### src/sv/lfuc_pkg.sv
`timescale 1ns / 1ps
package lfuc_pkg;
   localparam int ENTRIES    = 16;
   localparam int KEY_BITS   = 32;
   localparam int VALUE_BITS = 32;
   localparam int COUNT_BITS = 16;
   localparam int CAP_W      = 5;
   localparam int MIN_CAP    = 4;
   localparam int IDX_W      = $clog2(ENTRIES);
   localparam int RANK_W     = $clog2(ENTRIES);
   localparam int NUM_W      = $clog2(ENTRIES + 1);
   localparam int CMP_W      = ((NUM_W > CAP_W) ? NUM_W : CAP_W) + 1;

   localparam logic CMD_GET = 1'b0;
   localparam logic CMD_SET = 1'b1;

   typedef struct packed {
      logic                  cmd;
      logic [KEY_BITS-1:0]   key;
      logic [VALUE_BITS-1:0] write_value;
   } req_type;

   typedef struct packed {
      logic                  hit;
      logic [VALUE_BITS-1:0] read_value;
   } rsp_type;

   typedef struct packed {
      logic load;
      logic lookup;
      logic decide;
      logic touch;
      logic fill;
      logic scan_clear;
      logic scan_step;
      logic evict;
   } ctl_type;

   typedef struct packed {
      logic hit;
      logic is_set;
      logic room;
      logic scan_last;
   } sts_type;
endpackage

### src/sv/lfuc_datapath.sv
`timescale 1ns / 1ps
module lfuc_datapath import lfuc_pkg::*; (
   input  logic             clock,
   input  logic             reset,
   input  req_type          req_data,
   input  logic             csr_write,
   input  logic [CAP_W-1:0] csr_data,
   input  ctl_type          ctl,
   output sts_type          sts,
   output rsp_type          rsp_data
);
   logic [CAP_W-1:0]      cap_ff, cap_in;
   req_type               req_ff, req_in;
   rsp_type               rsp_ff, rsp_in;
   logic [ENTRIES-1:0]    valid_ff, valid_in;
   logic [KEY_BITS-1:0]   key_ff [ENTRIES];
   logic [KEY_BITS-1:0]   key_in [ENTRIES];
   logic [VALUE_BITS-1:0] value_ff [ENTRIES];
   logic [VALUE_BITS-1:0] value_in [ENTRIES];
   logic [COUNT_BITS-1:0] count_ff [ENTRIES];
   logic [COUNT_BITS-1:0] count_in [ENTRIES];
   logic [RANK_W-1:0]     rank_ff [ENTRIES];
   logic [RANK_W-1:0]     rank_in [ENTRIES];
   logic [NUM_W-1:0]      num_ff, num_in;
   logic                  hit_ff, hit_in;
   logic [IDX_W-1:0]      slot_ff, slot_in;
   logic [IDX_W-1:0]      free_ff, free_in;
   logic [IDX_W-1:0]      idx_ff, idx_in;
   logic                  have_ff, have_in;
   logic [IDX_W-1:0]      best_ff, best_in;
   logic [COUNT_BITS-1:0] best_cnt_ff, best_cnt_in;
   logic [RANK_W-1:0]     best_rank_ff, best_rank_in;

   logic                  m_found;
   logic [IDX_W-1:0]      m_idx, f_idx;
   logic [IDX_W-1:0]      sel;
   logic [RANK_W-1:0]     drop_r, top_rank;
   logic [CMP_W-1:0]      eff_cap, num_ext;

   assign sel      = ctl.scan_step ? idx_ff : slot_ff;
   assign drop_r   = ctl.touch ? rank_ff[sel] : best_rank_ff;
   assign top_rank = RANK_W'(num_ff - NUM_W'(1));
   assign num_ext  = CMP_W'(num_ff);

   always_comb begin
      if (CMP_W'(cap_ff) < CMP_W'(MIN_CAP)) eff_cap = CMP_W'(MIN_CAP);
      else if (CMP_W'(cap_ff) > CMP_W'(ENTRIES)) eff_cap = CMP_W'(ENTRIES);
      else eff_cap = CMP_W'(cap_ff);
   end

   // first matching and first free entries
   always_comb begin
      m_found = 1'b0;
      m_idx   = '0;
      f_idx   = '0;
      for (int i = ENTRIES - 1; i >= 0; i--) begin
         if (valid_ff[i] && key_ff[i] == req_ff.key) begin
            m_found = 1'b1;
            m_idx   = IDX_W'(i);
         end
         if (!valid_ff[i]) f_idx = IDX_W'(i);
      end
   end

   always_comb begin
      cap_in       = csr_write ? csr_data : cap_ff;
      req_in       = ctl.load ? req_data : req_ff;
      rsp_in       = rsp_ff;
      hit_in       = hit_ff;
      slot_in      = slot_ff;
      free_in      = free_ff;
      idx_in       = idx_ff;
      have_in      = have_ff;
      best_in      = best_ff;
      best_cnt_in  = best_cnt_ff;
      best_rank_in = best_rank_ff;
      valid_in     = valid_ff;
      num_in       = num_ff;
      key_in       = key_ff;
      value_in     = value_ff;
      count_in     = count_ff;
      rank_in      = rank_ff;

      if (ctl.lookup) begin
         hit_in  = m_found;
         slot_in = m_idx;
         free_in = f_idx;
      end
      if (ctl.decide) begin
         rsp_in.hit        = hit_ff;
         rsp_in.read_value = (hit_ff && req_ff.cmd == CMD_GET) ? value_ff[sel] : '0;
      end
      if (ctl.scan_clear) begin
         idx_in  = '0;
         have_in = 1'b0;
      end
      if (ctl.scan_step) begin
         idx_in = idx_ff + IDX_W'(1);
         if (valid_ff[sel] && (!have_ff || count_ff[sel] < best_cnt_ff ||
             (count_ff[sel] == best_cnt_ff && rank_ff[sel] < best_rank_ff))) begin
            have_in      = 1'b1;
            best_in      = sel;
            best_cnt_in  = count_ff[sel];
            best_rank_in = rank_ff[sel];
         end
      end
      if (ctl.touch || ctl.evict) begin
         for (int i = 0; i < ENTRIES; i++)
            if (valid_ff[i] && rank_ff[i] > drop_r) rank_in[i] = rank_ff[i] - RANK_W'(1);
      end
      if (ctl.touch) begin
         rank_in[slot_ff] = top_rank;
         if (count_ff[slot_ff] != '1) count_in[slot_ff] = count_ff[slot_ff] + COUNT_BITS'(1);
         if (req_ff.cmd == CMD_SET) value_in[slot_ff] = req_ff.write_value;
      end
      if (ctl.fill) begin
         valid_in[free_ff] = 1'b1;
         num_in            = num_ff + NUM_W'(1);
         rank_in[free_ff]  = RANK_W'(num_ff);
         key_in[free_ff]   = req_ff.key;
         value_in[free_ff] = req_ff.write_value;
         count_in[free_ff] = COUNT_BITS'(1);
      end
      if (ctl.evict) begin
         rank_in[best_ff]  = top_rank;
         key_in[best_ff]   = req_ff.key;
         value_in[best_ff] = req_ff.write_value;
         count_in[best_ff] = COUNT_BITS'(1);
      end
   end

   always_ff @(posedge clock) begin
      if (reset) begin
         cap_ff   <= CAP_W'(MIN_CAP);
         valid_ff <= '0;
         num_ff   <= '0;
      end else begin
         cap_ff   <= cap_in;
         valid_ff <= valid_in;
         num_ff   <= num_in;
      end
      req_ff       <= req_in;
      rsp_ff       <= rsp_in;
      hit_ff       <= hit_in;
      slot_ff      <= slot_in;
      free_ff      <= free_in;
      idx_ff       <= idx_in;
      have_ff      <= have_in;
      best_ff      <= best_in;
      best_cnt_ff  <= best_cnt_in;
      best_rank_ff <= best_rank_in;
      key_ff       <= key_in;
      value_ff     <= value_in;
      count_ff     <= count_in;
      rank_ff      <= rank_in;
   end

   assign sts.hit       = hit_ff;
   assign sts.is_set    = (req_ff.cmd == CMD_SET);
   assign sts.room      = num_ext < eff_cap;
   assign sts.scan_last = (idx_ff == IDX_W'(ENTRIES - 1));
   assign rsp_data      = rsp_ff;
endmodule

### src/sv/lfuc_controller.sv
`timescale 1ns / 1ps
module lfuc_controller import lfuc_pkg::*; (
   input  logic    clock,
   input  logic    reset,
   input  logic    req_valid,
   output logic    req_ready,
   output logic    rsp_valid,
   input  logic    rsp_ready,
   input  sts_type sts,
   output ctl_type ctl
);
   typedef enum logic [5:0] {
      ST_IDLE   = 6'b000001,
      ST_LOOKUP = 6'b000010,
      ST_DECIDE = 6'b000100,
      ST_SCAN   = 6'b001000,
      ST_EVICT  = 6'b010000,
      ST_RESP   = 6'b100000
   } state_type;

   state_type state_ff, state_in;

   always_comb begin
      state_in  = state_ff;
      ctl       = '0;
      req_ready = 1'b0;
      rsp_valid = 1'b0;
      unique case (state_ff)
         ST_IDLE: begin
            req_ready = 1'b1;
            if (req_valid) begin
               ctl.load = 1'b1;
               state_in = ST_LOOKUP;
            end
         end
         ST_LOOKUP: begin
            ctl.lookup = 1'b1;
            state_in   = ST_DECIDE;
         end
         ST_DECIDE: begin
            ctl.decide = 1'b1;
            state_in   = ST_RESP;
            if (sts.hit) ctl.touch = 1'b1;
            else if (sts.is_set && sts.room) ctl.fill = 1'b1;
            else if (sts.is_set) begin
               ctl.scan_clear = 1'b1;
               state_in       = ST_SCAN;
            end
         end
         ST_SCAN: begin
            ctl.scan_step = 1'b1;
            if (sts.scan_last) state_in = ST_EVICT;
         end
         ST_EVICT: begin
            ctl.evict = 1'b1;
            state_in  = ST_RESP;
         end
         ST_RESP: begin
            rsp_valid = 1'b1;
            if (rsp_ready) state_in = ST_IDLE;
         end
         default: state_in = ST_IDLE;
      endcase
   end

   always_ff @(posedge clock) begin
      if (reset) state_ff <= ST_IDLE;
      else state_ff <= state_in;
   end
endmodule

### src/sv/lfu_cache_count_recency.sv
`timescale 1ns / 1ps
// channel   direction  handshake              payload
// req       in         req_valid/req_ready    req_data: cmd, key, write_value
// rsp       out        rsp_valid/rsp_ready    rsp_data: hit, read_value
// csr       in         csr_valid/csr_ready    csr_data: capacity
//
// Hits, get misses and fills go through the lookup and decide states before response valid.
// An eviction scans all entries one per cycle for the victim, then goes through an evict state.
// One request at a time; the next is taken once the response is transferred.
// Reset clears the valid bits at once, capacity returns to four.
module lfu_cache_count_recency import lfuc_pkg::*; (
   input  logic             clock,
   input  logic             reset,
   input  logic             req_valid,
   output logic             req_ready,
   input  req_type          req_data,
   output logic             rsp_valid,
   input  logic             rsp_ready,
   output rsp_type          rsp_data,
   input  logic             csr_valid,
   output logic             csr_ready,
   input  logic [CAP_W-1:0] csr_data
);
   ctl_type ctl;
   sts_type sts;

   assign csr_ready = 1'b1;

   lfuc_controller u_ctrl (
      .clock(clock), .reset(reset),
      .req_valid(req_valid), .req_ready(req_ready),
      .rsp_valid(rsp_valid), .rsp_ready(rsp_ready),
      .sts(sts), .ctl(ctl)
   );

   lfuc_datapath u_dp (
      .clock(clock), .reset(reset),
      .req_data(req_data),
      .csr_write(csr_valid), .csr_data(csr_data),
      .ctl(ctl), .sts(sts), .rsp_data(rsp_data)
   );
endmodule

### config.mk
export PLATFORM = sky130hd
export DESIGN_NAME = lfu_cache_count_recency
export DESIGN_NICKNAME = d
export VERILOG_FILES = /design/src/sv/lfuc_pkg.sv /design/src/sv/lfuc_datapath.sv /design/src/sv/lfuc_controller.sv /design/src/sv/lfu_cache_count_recency.sv
export SDC_FILE = /design/constraint.sdc
export NUM_CORES = 2
export LEC_CHECK = 0
export BUFFER_PORTS_ARGS = -buffer_cell sky130_fd_sc_hd__buf_2
export CORE_UTILIZATION = 61
export CTS_CLUSTER_DIAMETER = 100
export CTS_CLUSTER_SIZE = 12
export DETAILED_ROUTE_END_ITERATION = 10
export HOLD_SLACK_MARGIN = 0.08
export PLACE_DENSITY = 0.74
export SYNTH_ARGS = -nofsm -noshare
export SYNTH_HDL_FRONTEND = slang
export SYNTH_SLANG_ARGS = --single-unit
### constraint.sdc
create_clock -name clock -period 6.1 [get_ports clock]
set_input_delay 1.22 -clock clock [delete_from_list [all_inputs] [get_ports clock]]
set_output_delay 1.22 -clock clock [all_outputs]
set_load 0.1 [all_outputs]
==> impl_metrics.json <==
{
  "yosys_warnings": 0,
  "track_usage": 0.367,
  "crit_slowest_cell": "clkinv_1",
  "routed_via_density": 6.30,
  "yosys_most_used_dff": "dfxtp_1",
  "postCtsHoldBufs": 0,
  "cts_tree": "built",
  "grt_first_pass_wirelength_mm": 331,
  "synth_edf_count": 135,
  "die_x_um": 340,
  "hold_viol_final": 0,
  "grt_pass1_vias": 55458,
  "syn-num-nets": 8150,
  "ys_top_cells_by_count": "nand2_1 (2355), dfxtp_1 (1377), mux2_2 (517), xnor2_1 (476), clkbuf_1 (464)",
  "cts_buffers": 144,
  "grt.overflow.total": 0,
  "core_um2": 113000,
  "status": "finished, final reports clean",
  "slew_viol_final": 0,
  "firstDrtPassIters": 8,
  "final_layout_size_suffix_gt1_frac": 0.144,
  "cts_resized": 0,
  "fmax_mhz": 174,
  "critical_path.max_fanout": 24,
  "cp_cell_sequence": "or4_1 -> o21ai_0 -> a21boi_4 -> clkinv_1 -> mux4_2 -> a22o_1 -> a41o_1 -> nand2_1 -> o21ai_1 -> buf_4 -> ha_1 -> nor2b_1 -> o21a_1 -> o21a_1 -> o2111ai_1 -> nor4_1 -> xnor2_1 -> nand3_1 -> o21ai_0 -> a22oi_1",
  "wl_mm": 218,
  "cp.required_ps": 6740,
  "clockRootBuffer": "clkbuf_16",
  "drv_cap": 0,
  "num_io_pins": 111,
  "cp.arrival_ps": 6400,
  "synth.distinct_cells": 78,
  "grt_setup_unrepaired": "false",
  "crit_path_end_kind": "flop",
  "p_leak_nw": 30.7,
  "r2r-start": "u_ctrl.state_ff[1]",
  "cts_buffer_depth": 3,
  "drt_iter0_markers": 7075,
  "h-tree-depth": 4,
  "globalplace.congestion": 0.991,
  "syn-cell-area_um2": 69900,
  "numPortBuffers": 109,
  "drcViolationCount": 0,
  "worstSkewPairLatency_ps": 790,
  "setup_viol_count_final": 0,
  "post-place-ws_ps": 575,
  "nNetsFinal": 7988,
  "tns_ps": 0,
  "cts_setup_buffers": 0,
  "yosys-top-cells-area": "dfxtp_1 (39%), nand2_1 (13%), mux2_2 (8.3%)",
  "ir_drop_v": 0.000255,
  "layout_setup_ws_ps": 343,
  "die_area_um2": 116000,
  "ys_seq_area_frac": 0.453,
  "ant_nets": 0,
  "startpoint_type": "flop",
  "postSynth.asyncResetShare": 0,
  "synth_seq_cells": 1512,
  "min_period_over_period": 0.944,
  "postSynthCellCount": 7968,
  "crit_type": "reg2reg",
  "area.growth.synth_to_final_pct": 8.71,
  "p_per_area_nw_per_um2": 255,
  "hold_start": "u_dp.key_ff[350]",
  "antenna_found_initial": 12,
  "fin_skew_ps": 31.9,
  "worst_pin_slew_ps": 1310,
  "startpoint": "u_ctrl.state_ff[1]",
  "post-route-util": 0.672,
  "maxSlewHeadroom": 0.124,
  "hp-class": "reg2reg",
  "max_stage_delay_ps": 920,
  "syn_area_per_cell_um2": 8.77,
  "period_needed_ps": 5760,
  "grt_start_max_net_pins": 152,
  "cts.clk_slew.worst_paths_ps": 70,
  "yosys.area.top_type_share": 0.395,
  "die_h_um": 340,
  "dp_hpwl_mm": 134,
  "synth.most_common_cell": "nand2_1",
  "clock-sinks": 1512,
  "vias": 59047,
  "start_util": 0.619,
  "rows": 123,
  "wl_per_cell_um": 23.3,
  "synth.largest_area_cell": "dfxtp_1"
}
==> logic make-up (layout without fill, tap and decap cells) <==
logic type / Yosys count / after routing / synth area share
simple gates: 3236 / 3236 / 0.195
flops: 1512 / 1512 / 0.453
compound gates: 1129 / 1129 / 0.101
buf+inv: 740 / 642 / 0.0424
mux: 667 / 667 / 0.117
xor+xnor: 576 / 576 / 0.0722
fa+ha+maj: 107 / 107 / 0.0192
other cells: 1 / 2 / 0.0000537
==> critical path, delay by kind of cell, from the launching register on <==
kind	cells	cell delay, ps
simple gates	5	1350
buf+inv	2	1180
fa+ha+maj	1	220
xor+xnor	1	160
compound gates	10	1720
flops	1	360
mux	1	590
==> routing by layer <==
layer / vias up / track usage / wire length (um)
met1: 28366 / 0.504 / 89800
met3: 670 / 0.0714 / 23200
met2: 3199 / 0.554 / 94800
met4: 10 / 0.177 / 10600
met5: - / 0 / 59
li1: 26802 / - / -
==> path summary, 6_finish.rpt <==
path	end	slack, ps	cells past startpoint
worst max-delay path	u_dp.rank_ff[7]	340	20
worst min register to register	u_dp.key_ff[350]	450	2
worst min-delay path	u_dp.key_ff[350]	450	2
worst max register to register	u_dp.rank_ff[7]	340	20
==> area by class of cell <==
cell class | count | area, um2
Clock buffer | 194 | 3790
Timing Repair Buffer | 319 | 2250
Inverter | 113 | 440
Antenna cell | 1 | 2.50
Tap cell | 1500 | 1880
Fill cell | 9084 | 37000
Clock inverter | 16 | 337
Multi-Input combinational cell | 5716 | 35600
Sequential cell | 1512 | 31600
==> flip-flops by register name (all words and copies together) (netlist names), 5 cells and up <==
name / count
u_dp.valid_ff: 16
u_dp.best_cnt_ff: 16
u_dp.count_ff: 256
u_dp.num_ff: 5
u_dp.cap_ff: 5
u_dp.value_ff: 512
u_dp.rsp_data: 33
u_dp.rank_ff: 64
u_ctrl.state_ff: 6
u_dp.key_ff: 512
u_dp.req_ff: 64
==> where the power goes <==
group	switching [mW]	internal, mW
logic	0.532	0.298
registers	0.144	10.1
clock network	3.95	4.38
==> metrics by stage <==
step	cell area, um2	total power, mW	hold slack [ps]	instances
after global routing	75900	19.9	463	9371
after floorplan	69900	10.9	429	7968
final	75900	19.4	448	9371
after detailed placement	71800	11.3	441	9160
after CTS	75900	19.4	449	9370
after global placement	71800	11.2	435	9160
==> cells in the final DEF, fill, tap and decap left out, types with 68 or more instances in the layout <==
| cell | instances |
|---|---|
| a211oi_1 | 73 |
| a21oi_1 | 278 |
| a22oi_1 | 68 |
| a311oi_1 | 135 |
| a31oi_1 | 79 |
| and3_1 | 154 |
| buf_2 | 109 |
| buf_4 | 200 |
| clkbuf_16 | 144 |
| dfxtp_1 | 1377 |
| edfxtp_1 | 135 |
| ha_1 | 107 |
| inv_1 | 107 |
| mux2_2 | 517 |
| nand2_1 | 2354 |
| nand3_1 | 237 |
| nand4_1 | 132 |
| nor2_1 | 163 |
| o21ai_0 | 327 |
| xnor2_1 | 476 |
| xor2_1 | 99 |
(Power assumes the default switching activity.)
